[src/rtl/core/cpe_pkg.sv]
// shared types, widths and constants of the color palette extractor
package cpe_pkg;

    localparam int TABLE_DEPTH   = 64;
    localparam int IDX_W         = $clog2(TABLE_DEPTH);
    localparam int CNT_W         = $clog2(TABLE_DEPTH + 1);

    localparam int COLOR_W        = 8;
    localparam int PIXEL_W        = 3 * COLOR_W;
    localparam int POS_W          = 12;
    localparam int TOL_W          = 18;
    localparam int MAXC_W         = 7;
    localparam int SHIFT_W        = 3;
    localparam int SQ_W           = 2 * COLOR_W;
    localparam int ENTRY_INDEX_W  = 6;
    localparam int USED_ENTRIES_W = 7;
    localparam int LIM_W          = (CNT_W > MAXC_W) ? CNT_W : MAXC_W;

    localparam int CFG_INDEX_W   = 2;
    localparam int CFG_DATA_W    = 18;

    localparam logic [TOL_W-1:0]   TOL_RESET   = TOL_W'(900);
    localparam logic [MAXC_W-1:0]  MAXC_RESET  = MAXC_W'(50);
    localparam logic [SHIFT_W-1:0] SHIFT_RESET = SHIFT_W'(2);

    typedef enum logic [CFG_INDEX_W-1:0] {
        CFG_TOLERANCE_SQ = 2'd0,
        CFG_MAX_COLORS   = 2'd1,
        CFG_SAMPLE_SHIFT = 2'd2
    } cfg_index_t;

    typedef enum logic [1:0] {
        ST_IDLE,
        ST_SCAN,
        ST_DONE
    } state_t;

    typedef struct packed {
        logic [COLOR_W-1:0] red;
        logic [COLOR_W-1:0] green;
        logic [COLOR_W-1:0] blue;
        logic [POS_W-1:0]   x_pos;
        logic [POS_W-1:0]   y_pos;
        logic               frame_start;
    } pixel_in_t;

    typedef struct packed {
        logic                      sampled;
        logic                      matched;
        logic                      added;
        logic                      dropped;
        logic [ENTRY_INDEX_W-1:0]  entry_index;
        logic [USED_ENTRIES_W-1:0] used_entries;
    } result_t;

endpackage

[src/rtl/core/cpe_ram.sv]
// generic single write port ram with registered read
module cpe_ram #(
    parameter int WIDTH = 24,
    parameter int DEPTH = 64
) (
    input  logic                     aclk,
    input  logic                     we,
    input  logic [$clog2(DEPTH)-1:0] waddr,
    input  logic [WIDTH-1:0]         wdata,
    input  logic [$clog2(DEPTH)-1:0] raddr,
    output logic [WIDTH-1:0]         rdata
);

    logic [WIDTH-1:0] mem [DEPTH];
    logic [WIDTH-1:0] rdata_reg;

    always_ff @(posedge aclk) begin
        if (we) begin
            mem[waddr] <= wdata;
        end
        rdata_reg <= mem[raddr];
    end

    assign rdata = rdata_reg;

endmodule

[src/rtl/core/cpe_dist.sv]
// squared rgb distance unit with tolerance compare
module cpe_dist (
    input  logic [cpe_pkg::PIXEL_W-1:0] pixel,
    input  logic [cpe_pkg::PIXEL_W-1:0] entry,
    input  logic [cpe_pkg::TOL_W-1:0]   tolerance_sq,
    output logic                        hit
);
    import cpe_pkg::*;

    logic [COLOR_W-1:0] diff_r, diff_g, diff_b;
    logic [SQ_W-1:0]    sq_r, sq_g, sq_b;
    logic [TOL_W-1:0]   dist_sq;

    function automatic logic [COLOR_W-1:0] abs_diff(input logic [COLOR_W-1:0] a,
                                                    input logic [COLOR_W-1:0] b);
        abs_diff = (a > b) ? (a - b) : (b - a);
    endfunction

    always_comb begin
        diff_r  = abs_diff(pixel[PIXEL_W-1 -: COLOR_W], entry[PIXEL_W-1 -: COLOR_W]);
        diff_g  = abs_diff(pixel[2*COLOR_W-1 -: COLOR_W], entry[2*COLOR_W-1 -: COLOR_W]);
        diff_b  = abs_diff(pixel[COLOR_W-1:0], entry[COLOR_W-1:0]);
        sq_r    = SQ_W'(diff_r) * SQ_W'(diff_r);
        sq_g    = SQ_W'(diff_g) * SQ_W'(diff_g);
        sq_b    = SQ_W'(diff_b) * SQ_W'(diff_b);
        dist_sq = TOL_W'(sq_r) + TOL_W'(sq_g) + TOL_W'(sq_b);
        hit     = dist_sq < tolerance_sq;
    end

endmodule

[src/rtl/core/color_palette_extractor.sv]
// top level: palette table, scan sequencer, config registers and result register
//
// One pixel per transaction goes in and one result per transaction comes out.
// The block takes one pixel at a time: an off-grid pixel skips the palette scan and
// goes straight to the output stage, while a sampled pixel is first compared
// against the filled palette entries in order until one matches (all filled entries
// when there is none). The next pixel is taken in the cycle after the result is
// loaded. The scan is paced by the single read port of the palette
// memory feeding one distance unit, one entry per cycle. The result
// register lets the next pixel be accepted while the previous result waits. The
// palette memory needs no clearing pass: only entries below the fill count are read.
// Register writes are taken at any time but belong to idle periods.
module color_palette_extractor (
    input  logic                            aclk,
    input  logic                            aresetn,
    input  logic                            s_valid,
    output logic                            s_ready,
    input  cpe_pkg::pixel_in_t              s_data,
    output logic                            m_valid,
    input  logic                            m_ready,
    output cpe_pkg::result_t                m_data,
    input  logic                            cfg_valid,
    output logic                            cfg_ready,
    input  logic [cpe_pkg::CFG_INDEX_W-1:0] cfg_index,
    input  logic [cpe_pkg::CFG_DATA_W-1:0]  cfg_data
);
    import cpe_pkg::*;

    state_t             state_reg, state_next;
    logic [CNT_W-1:0]   scan_idx_reg, scan_idx_next;
    logic [IDX_W-1:0]   cmp_idx_reg, cmp_idx_next;
    logic               rd_valid_reg, rd_valid_next;
    logic [CNT_W-1:0]   count_reg, count_next;
    logic [PIXEL_W-1:0] pix_reg, pix_next;
    result_t            res_reg, res_next;
    result_t            out_reg, out_next;
    logic               m_valid_reg, m_valid_next;

    logic [TOL_W-1:0]   tolerance_sq_reg;
    logic [MAXC_W-1:0]  max_colors_reg;
    logic [SHIFT_W-1:0] sample_shift_reg;

    logic               ram_we;
    logic [IDX_W-1:0]   ram_waddr;
    logic [PIXEL_W-1:0] ram_wdata;
    logic [IDX_W-1:0]   ram_raddr;
    logic [PIXEL_W-1:0] ram_rdata;
    logic               dist_hit;

    logic [POS_W-1:0]   grid_mask;
    logic               on_grid;
    logic [LIM_W-1:0]   limit;
    logic [CNT_W-1:0]   start_count;

    cpe_ram #(
        .WIDTH (PIXEL_W),
        .DEPTH (TABLE_DEPTH)
    ) u_palette (
        .aclk  (aclk),
        .we    (ram_we),
        .waddr (ram_waddr),
        .wdata (ram_wdata),
        .raddr (ram_raddr),
        .rdata (ram_rdata)
    );

    cpe_dist u_dist (
        .pixel        (pix_reg),
        .entry        (ram_rdata),
        .tolerance_sq (tolerance_sq_reg),
        .hit          (dist_hit)
    );

    // configuration registers
    assign cfg_ready = 1'b1;

    always_ff @(posedge aclk) begin
        if (!aresetn) begin
            tolerance_sq_reg <= TOL_RESET;
            max_colors_reg   <= MAXC_RESET;
            sample_shift_reg <= SHIFT_RESET;
        end else if (cfg_valid) begin
            unique case (cfg_index)
                CFG_TOLERANCE_SQ: tolerance_sq_reg <= TOL_W'(cfg_data);
                CFG_MAX_COLORS:   max_colors_reg   <= MAXC_W'(cfg_data);
                CFG_SAMPLE_SHIFT: sample_shift_reg <= SHIFT_W'(cfg_data);
                default: begin
                end
            endcase
        end
    end

    always_comb begin
        grid_mask = ~({POS_W{1'b1}} << sample_shift_reg);
        on_grid   = ((s_data.x_pos & grid_mask) == '0) && ((s_data.y_pos & grid_mask) == '0);
        if (LIM_W'(max_colors_reg) > LIM_W'(TABLE_DEPTH)) begin
            limit = LIM_W'(TABLE_DEPTH);
        end else begin
            limit = LIM_W'(max_colors_reg);
        end
        start_count = s_data.frame_start ? '0 : count_reg;
    end

    always_ff @(posedge aclk) begin
        if (!aresetn) begin
            state_reg    <= ST_IDLE;
            rd_valid_reg <= 1'b0;
            count_reg    <= '0;
            m_valid_reg  <= 1'b0;
        end else begin
            state_reg    <= state_next;
            rd_valid_reg <= rd_valid_next;
            count_reg    <= count_next;
            m_valid_reg  <= m_valid_next;
        end
    end

    always_ff @(posedge aclk) begin
        scan_idx_reg <= scan_idx_next;
        cmp_idx_reg  <= cmp_idx_next;
        pix_reg      <= pix_next;
        res_reg      <= res_next;
        out_reg      <= out_next;
    end

    always_comb begin
        state_next    = state_reg;
        scan_idx_next = scan_idx_reg;
        cmp_idx_next  = cmp_idx_reg;
        rd_valid_next = 1'b0;
        count_next    = count_reg;
        pix_next      = pix_reg;
        res_next      = res_reg;
        out_next      = out_reg;
        m_valid_next  = m_valid_reg && !m_ready;
        s_ready       = 1'b0;
        ram_we        = 1'b0;
        ram_waddr     = count_reg[IDX_W-1:0];
        ram_wdata     = pix_reg;
        ram_raddr     = scan_idx_reg[IDX_W-1:0];

        unique case (state_reg)
            ST_IDLE: begin
                s_ready = 1'b1;
                if (s_valid) begin
                    pix_next              = {s_data.red, s_data.green, s_data.blue};
                    count_next            = start_count;
                    res_next.sampled      = on_grid;
                    res_next.matched      = 1'b0;
                    res_next.added        = 1'b0;
                    res_next.dropped      = 1'b0;
                    res_next.entry_index  = '0;
                    res_next.used_entries = USED_ENTRIES_W'(start_count);
                    scan_idx_next         = '0;
                    state_next            = on_grid ? ST_SCAN : ST_DONE;
                end
            end
            ST_SCAN: begin
                if (rd_valid_reg && dist_hit) begin
                    res_next.matched     = 1'b1;
                    res_next.entry_index = ENTRY_INDEX_W'(cmp_idx_reg);
                    state_next           = ST_DONE;
                end else if (scan_idx_reg < count_reg) begin
                    rd_valid_next = 1'b1;
                    cmp_idx_next  = scan_idx_reg[IDX_W-1:0];
                    scan_idx_next = scan_idx_reg + CNT_W'(1);
                end else begin
                    // no match in the filled entries
                    if (LIM_W'(count_reg) < limit) begin
                        ram_we                = 1'b1;
                        count_next            = count_reg + CNT_W'(1);
                        res_next.added        = 1'b1;
                        res_next.entry_index  = ENTRY_INDEX_W'(count_reg);
                        res_next.used_entries = USED_ENTRIES_W'(count_reg + CNT_W'(1));
                    end else begin
                        res_next.dropped = 1'b1;
                    end
                    state_next = ST_DONE;
                end
            end
            ST_DONE: begin
                if (!m_valid_reg || m_ready) begin
                    out_next     = res_reg;
                    m_valid_next = 1'b1;
                    state_next   = ST_IDLE;
                end
            end
            default: begin
                state_next = ST_IDLE;
            end
        endcase
    end

    assign m_valid = m_valid_reg;
    assign m_data  = out_reg;

endmodule
[config.mk]
export PLATFORM = sky130hd
export DESIGN_NAME = color_palette_extractor
export DESIGN_NICKNAME = d
export VERILOG_FILES = /design/src/rtl/core/cpe_pkg.sv /design/src/rtl/core/cpe_ram.sv /design/src/rtl/core/cpe_dist.sv /design/src/rtl/core/color_palette_extractor.sv
export SDC_FILE = /design/constraint.sdc
export NUM_CORES = 2
export LEC_CHECK = 0
export ABC_CLOCK_PERIOD_IN_PS = 34800
export BUFFER_PORTS_ARGS = -buffer_cell sky130_fd_sc_hd__buf_2
export CORE_MARGIN = 4
export CORE_UTILIZATION = 45
export CTS_CLUSTER_DIAMETER = 200
export DETAILED_ROUTE_END_ITERATION = 8
export HOLD_SLACK_MARGIN = 0.06
export PLACE_DENSITY = 0.68
export REMOVE_ABC_BUFFERS = 1
export SYNTH_ARGS = -nofsm -noshare
export SYNTH_HDL_FRONTEND = slang
export SYNTH_SLANG_ARGS = --single-unit
[constraint.sdc]
create_clock -name aclk -period 34.8 [get_ports aclk]
set_input_delay 3.48 -clock aclk [delete_from_list [all_inputs] [get_ports aclk]]
set_output_delay 3.48 -clock aclk [all_outputs]
set_load 0.03 [all_outputs]
# After elaboration in Yosys (flattened, before gate mapping)
# Memory sizes are Yosys's and may differ from the RTL's. A register that Yosys moved wholly into a read port is not among the register bits.
# Index checks and enable logic that the tools add are counted.
[totals]
ramBits = 1536
inputBits = 74
ff_bits = 110
elab_cells = 128
memories = 1
out_inout_bits = 20
[mem_list]
columns = ["name", "words", "word_bits", "read_ports", "rd_ports_with_merged_regs", "wr", "line_no", "source"]
rows = [
  ["u_palette.mem", 64, 24, 1, 1, 1, "cpe_ram.sv:14", "logic [WIDTH-1:0] mem [DEPTH];"],
]
[op_classes]
n_mux = 40
magnitude_cmp = 7
n_bitwise = 6
n_reduce_logical = 24
addsub = 10
multipliers = 3
n_shift = 1
eq_ne = 14
[ops]
columns = ["cell", "count"]
rows = [
  ["7-bit two-way mux", 10],
  ["8-bit by 8-bit multiplier with 16-bit output", 3],
  ["8-bit subtractor", 6],
  ["16-bit one-hot mux with 2 select lines", 1],
  ["7-bit one-hot mux with 2 select lines", 2],
  ["12-bit AND", 2],
  ["8-bit greater-than comparator", 3],
  ["12-bit zero test", 2],
  ["8-bit two-way mux", 3],
  ["18-bit by 16-bit adder with 18-bit output", 1],
  ["18-bit less-than comparator", 1],
  ["16-bit by 16-bit adder with 17-bit output", 1],
  ["16-bit two-way mux", 1],
  ["2-bit != test (second input constant)", 8],
  ["15-bit two-way mux", 1],
  ["7-bit by 1-bit adder with 7-bit output (second input constant)", 2],
  ["7-bit less-than comparator", 2],
  ["1-bit two-way mux", 13],
  ["13-bit two-way mux", 1],
  ["2-bit two-way mux", 6],
  ["12-bit NOT", 1],
  ["12-bit by 3-bit << shifter with 12-bit output (first input constant)", 1],
  ["2-bit AND reduction", 5],
  ["5-bit AND reduction", 2],
  ["15 further kinds", 27],
]

# Logic depth before layout (Yosys ltp)
[depth]
depth_word = 11
mapped_depth = 55
ltp_nobuf = 53

# Cells and area by module
# From an unflattened synthesis, not the netlist that was laid out.
[hier_totals]
hier_cells = 3920
hier_area_um2 = 71742.6
[by_module_without_submodules]
columns = ["mod", "instances", "cells_each", "area_each_um2"]
rows = [
  ["cpe_ram", 1, 2610, 59295.6],
  ["cpe_dist", 1, 931, 7926.4],
  ["color_palette_extractor", 1, 379, 4520.6],
]

# Worst setup path after synthesis
# Ideal clock, no wire load.
[synth_timing]
kind = "reg-to-reg"
from = "register pix_reg[16]"
to = "memory u_palette.mem[49][0] (enable)"
t_required_ns = 34.395
path_stages_with_launch = 50
t_arrival_ns = 13.326
period_less_slack_ns = 13.731
path_slack_ns = 21.069
path_cell_list = "edfxtp_1 > inv_1 > ha_1 > inv_1 > fa_1 > a211oi_1 > o21ai_0 > a31oi_2 > nor2_4 > mux2i_1 > xor2_1 > inv_1 > nand2_1 > inv_1 > fa_1 > inv_1 > fa_1 > fa_1 > (+14 left out) > fa_1 > inv_1 > ha_1 > a211oi_1 > o21a_1 > o21ai_0 > a2111o_1 > a31o_2 > a21oi_1 > xnor2_1 > ha_1 > nand4_1 > or2_2 > nor3_1 > a21oi_1 > or4_1 > buf_2 > nor2_1"
[synth_via]
elab_chain_len = 11
elab_cells_between_ends = 13
cone_classes = "4 x add/sub; 1 x mul; 2 x order compare; 5 x mux; 1 x reduce/logical"
[synth_lines]
columns = ["element", "line_no", "source"]
rows = [
  ["from (decl)", "color_palette_extractor.sv:34", "logic [PIXEL_W-1:0] pix_reg, pix_next;"],
  ["from (signal assigned)", "color_palette_extractor.sv:121", "pix_reg <= pix_next;"],
  ["8-bit subtractor or 8-bit greater-than comparator (tied branches)", "cpe_dist.sv:16", "abs_diff = (a > b) ? (a - b) : (b - a);"],
  ["8-bit two-way mux *", "cpe_dist.sv:16", ""],
  ["8-bit by 8-bit multiplier with 16-bit output *", "cpe_dist.sv:23", "sq_r = SQ_W'(diff_r) * SQ_W'(diff_r);"],
  ["16-bit by 16-bit adder with 17-bit output *", "cpe_dist.sv:26", "dist_sq = TOL_W'(sq_r) + TOL_W'(sq_g) + TOL_W'(sq_b);"],
  ["18-bit by 16-bit adder with 18-bit output *", "cpe_dist.sv:26", ""],
  ["18-bit less-than comparator *", "cpe_dist.sv:27", "hit = dist_sq < tolerance_sq;"],
  ["1-bit logical AND *", "color_palette_extractor.sv:159", "if (rd_valid_reg && dist_hit) begin"],
  ["1-bit two-way mux *", "color_palette_extractor.sv:159", ""],
  ["1-bit two-way mux *", "color_palette_extractor.sv:142", "unique case (state_reg)"],
  ["1-bit two-way mux *", "cpe_ram.sv:18", "if (we) begin"],
  ["1-bit two-way mux (not written as such) *", "cpe_ram.sv:19", "mem[waddr] <= wdata;"],
  ["to (decl)", "cpe_ram.sv:14", ""],
]
# Every way passes the cells marked *; elsewhere a longest branch is shown, timed or not.

# Worst setup path in the final report
[layout_timing]
from = "register pix_reg[16]"
to = "memory u_palette.mem[29][12] (enable)"
# Same word-level chain as after synthesis.

==> results.cfg <==
[final_layout]
final.fill_count = 12452
largest_reg_flops = 1536
drive_above_1_share_pct = 24.4
layout.nets = 4150
final_area_mm2 = 0.0800
syn2layout_area_growth_pct = 11.8

[setup_path]
path_common_cell = inv_1
worstSetupStartpoint = pix_reg[16]$_DFFE_PP_
worstSetupStartpointType = register
cp_num_buf_inv = 12
cp-endpoint = u_palette.mem[29][12]$_DFFE_PP_
critPathMaxStageDelay_ps = 1270
crit_fanout = 66
worstSetupPathType = reg -> reg
reg2reg_depth = 51
cp.arrival_ps = 16120
reg2reg_from = pix_reg[16]$_DFFE_PP_
crit_family = adder cells
cpMaxStageDelayCell = nor2_4
crit_cells = 51
rr_endpoint = u_palette.mem[29][12]$_DFFE_PP_
critPathRequiredTime_ps = 35200
endpoint_kind = register
r2r_slack_ps = 19080

[clock_tree]
cts_setup_buffers = 0
numCtsBuffers = 166
clk_latency_ps = 800
ctsLongestPathBuffers = 3
cts-root-buf = clkbuf_16
ctsResizeCount = 0
htree_levels = 4
cts_hold_buffers = 0
cts.sinks = 1670
tritoncts = yes
cts.reportedPaths.clkPinSlew_ps = 60

[global_route]
grt_pass1_wl_mm = 242
grt_util_all_layers_pct = 20.3
grt_max_degree = 140
gr-total-overflow = 0
antenna_found_initial = 6
first_global_vias = 35584

[floorplanning]
num_rows = 146
die_area_mm2 = 0.165
start_util_pct = 45.2
die_w_um = 407
fp.coreArea_mm2 = 0.158
io_pins = 94
fp.dieH_um = 407

[yosys]
yosysTopAreaCell = edfxtp_1
syn_area_per_cell_um2 = 19.7
synth_cells = 3632
ys_warn_count = 0
syn_area_mm2 = 0.0715
synth-main-ff-cell = edfxtp_1
yosysSeqAreaShare_pct = 69.3
synthDistinctLibCells = 80
async_flop_share_pct = 0
synth_top_area_share_pct = 67.5
synth_edf_count = 1607
ys_top_cells_by_area = edfxtp_1 (68%), mux4_2 (16%), fa_1 (3.4%)
synth_seq_cells = 1670

[sta]
fin_crit_sh_pct = 45.2
drv_slew = 0
rsz0062_at_grt = false
tightest_slew_ps = 1250
fmax_mhz = 63.6
hold_violations = 0
relSlewSlack_pct = 16.2
tns_ps = 0
setup_viol = 0
min_period_ps = 15720
finalClockSkew_ps = 35.5

[min_path]
hp-class = reg -> reg

[drt]
drc = 0
drt-wirelength-per-cell_um = 27.4
route.vias.total = 34950
ant_nets = 0
drtIter0Drc = 4104
viasPerCell = 5.82
dr.pass1.iters = 5
drt-total-wl_mm = 165

[placed_design]
place.gp.congestion = 0.816
place_hpwl_mm = 91.5
placed_area_mm2 = 0.0747
io_buffers = 82

[status]
outcome = complete, no violations

[flow_run]
max_cap_violations = 0
## worst min-delay path by stage
stage / startpoint / end / slack (ps) / cells past startpoint
floorplan: res_reg[0]$_DFFE_PP_ / m_data[0]$_DFFE_PP_ / 400 / 0
global placement: res_reg[16]$_DFFE_PP_ / m_data[16]$_DFFE_PP_ / 410 / 0
detailed placement: res_reg[16]$_DFFE_PP_ / m_data[16]$_DFFE_PP_ / 400 / 0
CTS: res_reg[16]$_DFFE_PP_ / m_data[16]$_DFFE_PP_ / 420 / 0
global route: res_reg[16]$_DFFE_PP_ / m_data[16]$_DFFE_PP_ / 420 / 0
finish: res_reg[9]$_SDFFCE_PN0P_ / m_data[9]$_DFFE_PP_ / 420 / 0
## stage by stage
step / util, % / instances / hold slack, ps / setup WS [ps]
3_3_place_gp: 47.2 / 5688 / 407 / 19240
6_report: 50.5 / 6002 / 418 / 19080
3_5_place_dp: 47.2 / 5688 / 405 / 19030
5_1_grt: 50.5 / 5996 / 422 / 18230
2_1_floorplan: - / 3481 / 400 / 17490
4_1_cts: 50.5 / 5996 / 419 / 19020
## layout by cell type (no fill, tap or decap), drive strengths merged, types with 40 or more instances in the layout
cell	n
buf	135
nor2	192
mux4	504
xnor2	40
clkbuf	217
inv	289
fa	122
ha	170
edfxtp	1607
nand2	94
clkinv	69
dfxtp	63
a21oi	52
## worst register-to-register path: cells and delay by family, from the launching register on
kind                     cells  cell delay (ps)
AND/OR/NAND/NOR              8             3470
multiplexers                 1              200
AO/OA/AOI/OAI               12             2900
flip-flops                   1              370
adder cells (fa/ha/maj)     15             6250
XOR/XNOR                     3              790
buffers and inverters       12             1350
## Yosys cell counts, types with 5 or more instances
| master | instances |
|---|---|
| nand2_1 | 93 |
| a21o_1 | 22 |
| xnor2_2 | 5 |
| xor2_1 | 20 |
| and2_1 | 6 |
| a21oi_1 | 51 |
| inv_1 | 277 |
| nor2b_1 | 20 |
| a211oi_1 | 6 |
| nor3_1 | 19 |
| buf_1 | 20 |
| nor2_1 | 189 |
| o21a_1 | 8 |
| a211o_1 | 5 |
| nand2b_1 | 19 |
| or2_2 | 8 |
| a31oi_1 | 8 |
| nand3_1 | 22 |
| clkbuf_1 | 81 |
| edfxtp_1 | 1607 |
| mux2i_1 | 30 |
| buf_2 | 39 |
| o31ai_1 | 6 |
| a21boi_0 | 18 |
| nand4_1 | 13 |
| fa_1 | 122 |
| mux4_2 | 504 |
| xnor2_1 | 35 |
| ha_1 | 170 |
| buf_6 | 6 |
| dfxtp_1 | 63 |
| o21bai_1 | 8 |
| or3_1 | 10 |
| o211ai_1 | 10 |
| o21ai_0 | 32 |
| and3_1 | 8 |
## cell type report
| cell class | count | area [um2] | area share [%] |
|---|---|---|---|
| inverter | 281 | 1050 | 1.32 |
| antenna | 6 | 15.0 | 0.0188 |
| multi-input combinational | 1530 | 20700 | 25.9 |
| clock inverter | 91 | 823 | 1.03 |
| timing repair buffer | 135 | 858 | 1.07 |
| tap | 2072 | 2590 | 3.24 |
| sequential | 1670 | 49500 | 61.9 |
| clock buffer | 217 | 4380 | 5.47 |
## metal layers
metal | vias to the layer above | track usage, % | wire [um] | share of wire, %
met3 | 248 | 3.58 | 13100 | 7.9
met2 | 1448 | 33.3 | 80900 | 49
met4 | 2 | 5.57 | 3780 | 2.3
met5 | - | 0 | 13 | 0.0079
li1 | 14764 | - | - | -
met1 | 18488 | 28.3 | 66800 | 41
## kinds of logic after synthesis
logic type	synth area share [%]
flip-flops	69.3
buffers and inverters	2.42
AO/OA/AOI/OAI	2.00
adder cells (fa/ha/maj)	6.39
other	0.00525
XOR/XNOR	0.788
AND/OR/NAND/NOR	2.80
multiplexers	16.3
Power is not shown: default switching activity piles up to over one toggle a cycle in this logic, so the estimate is an artifact.
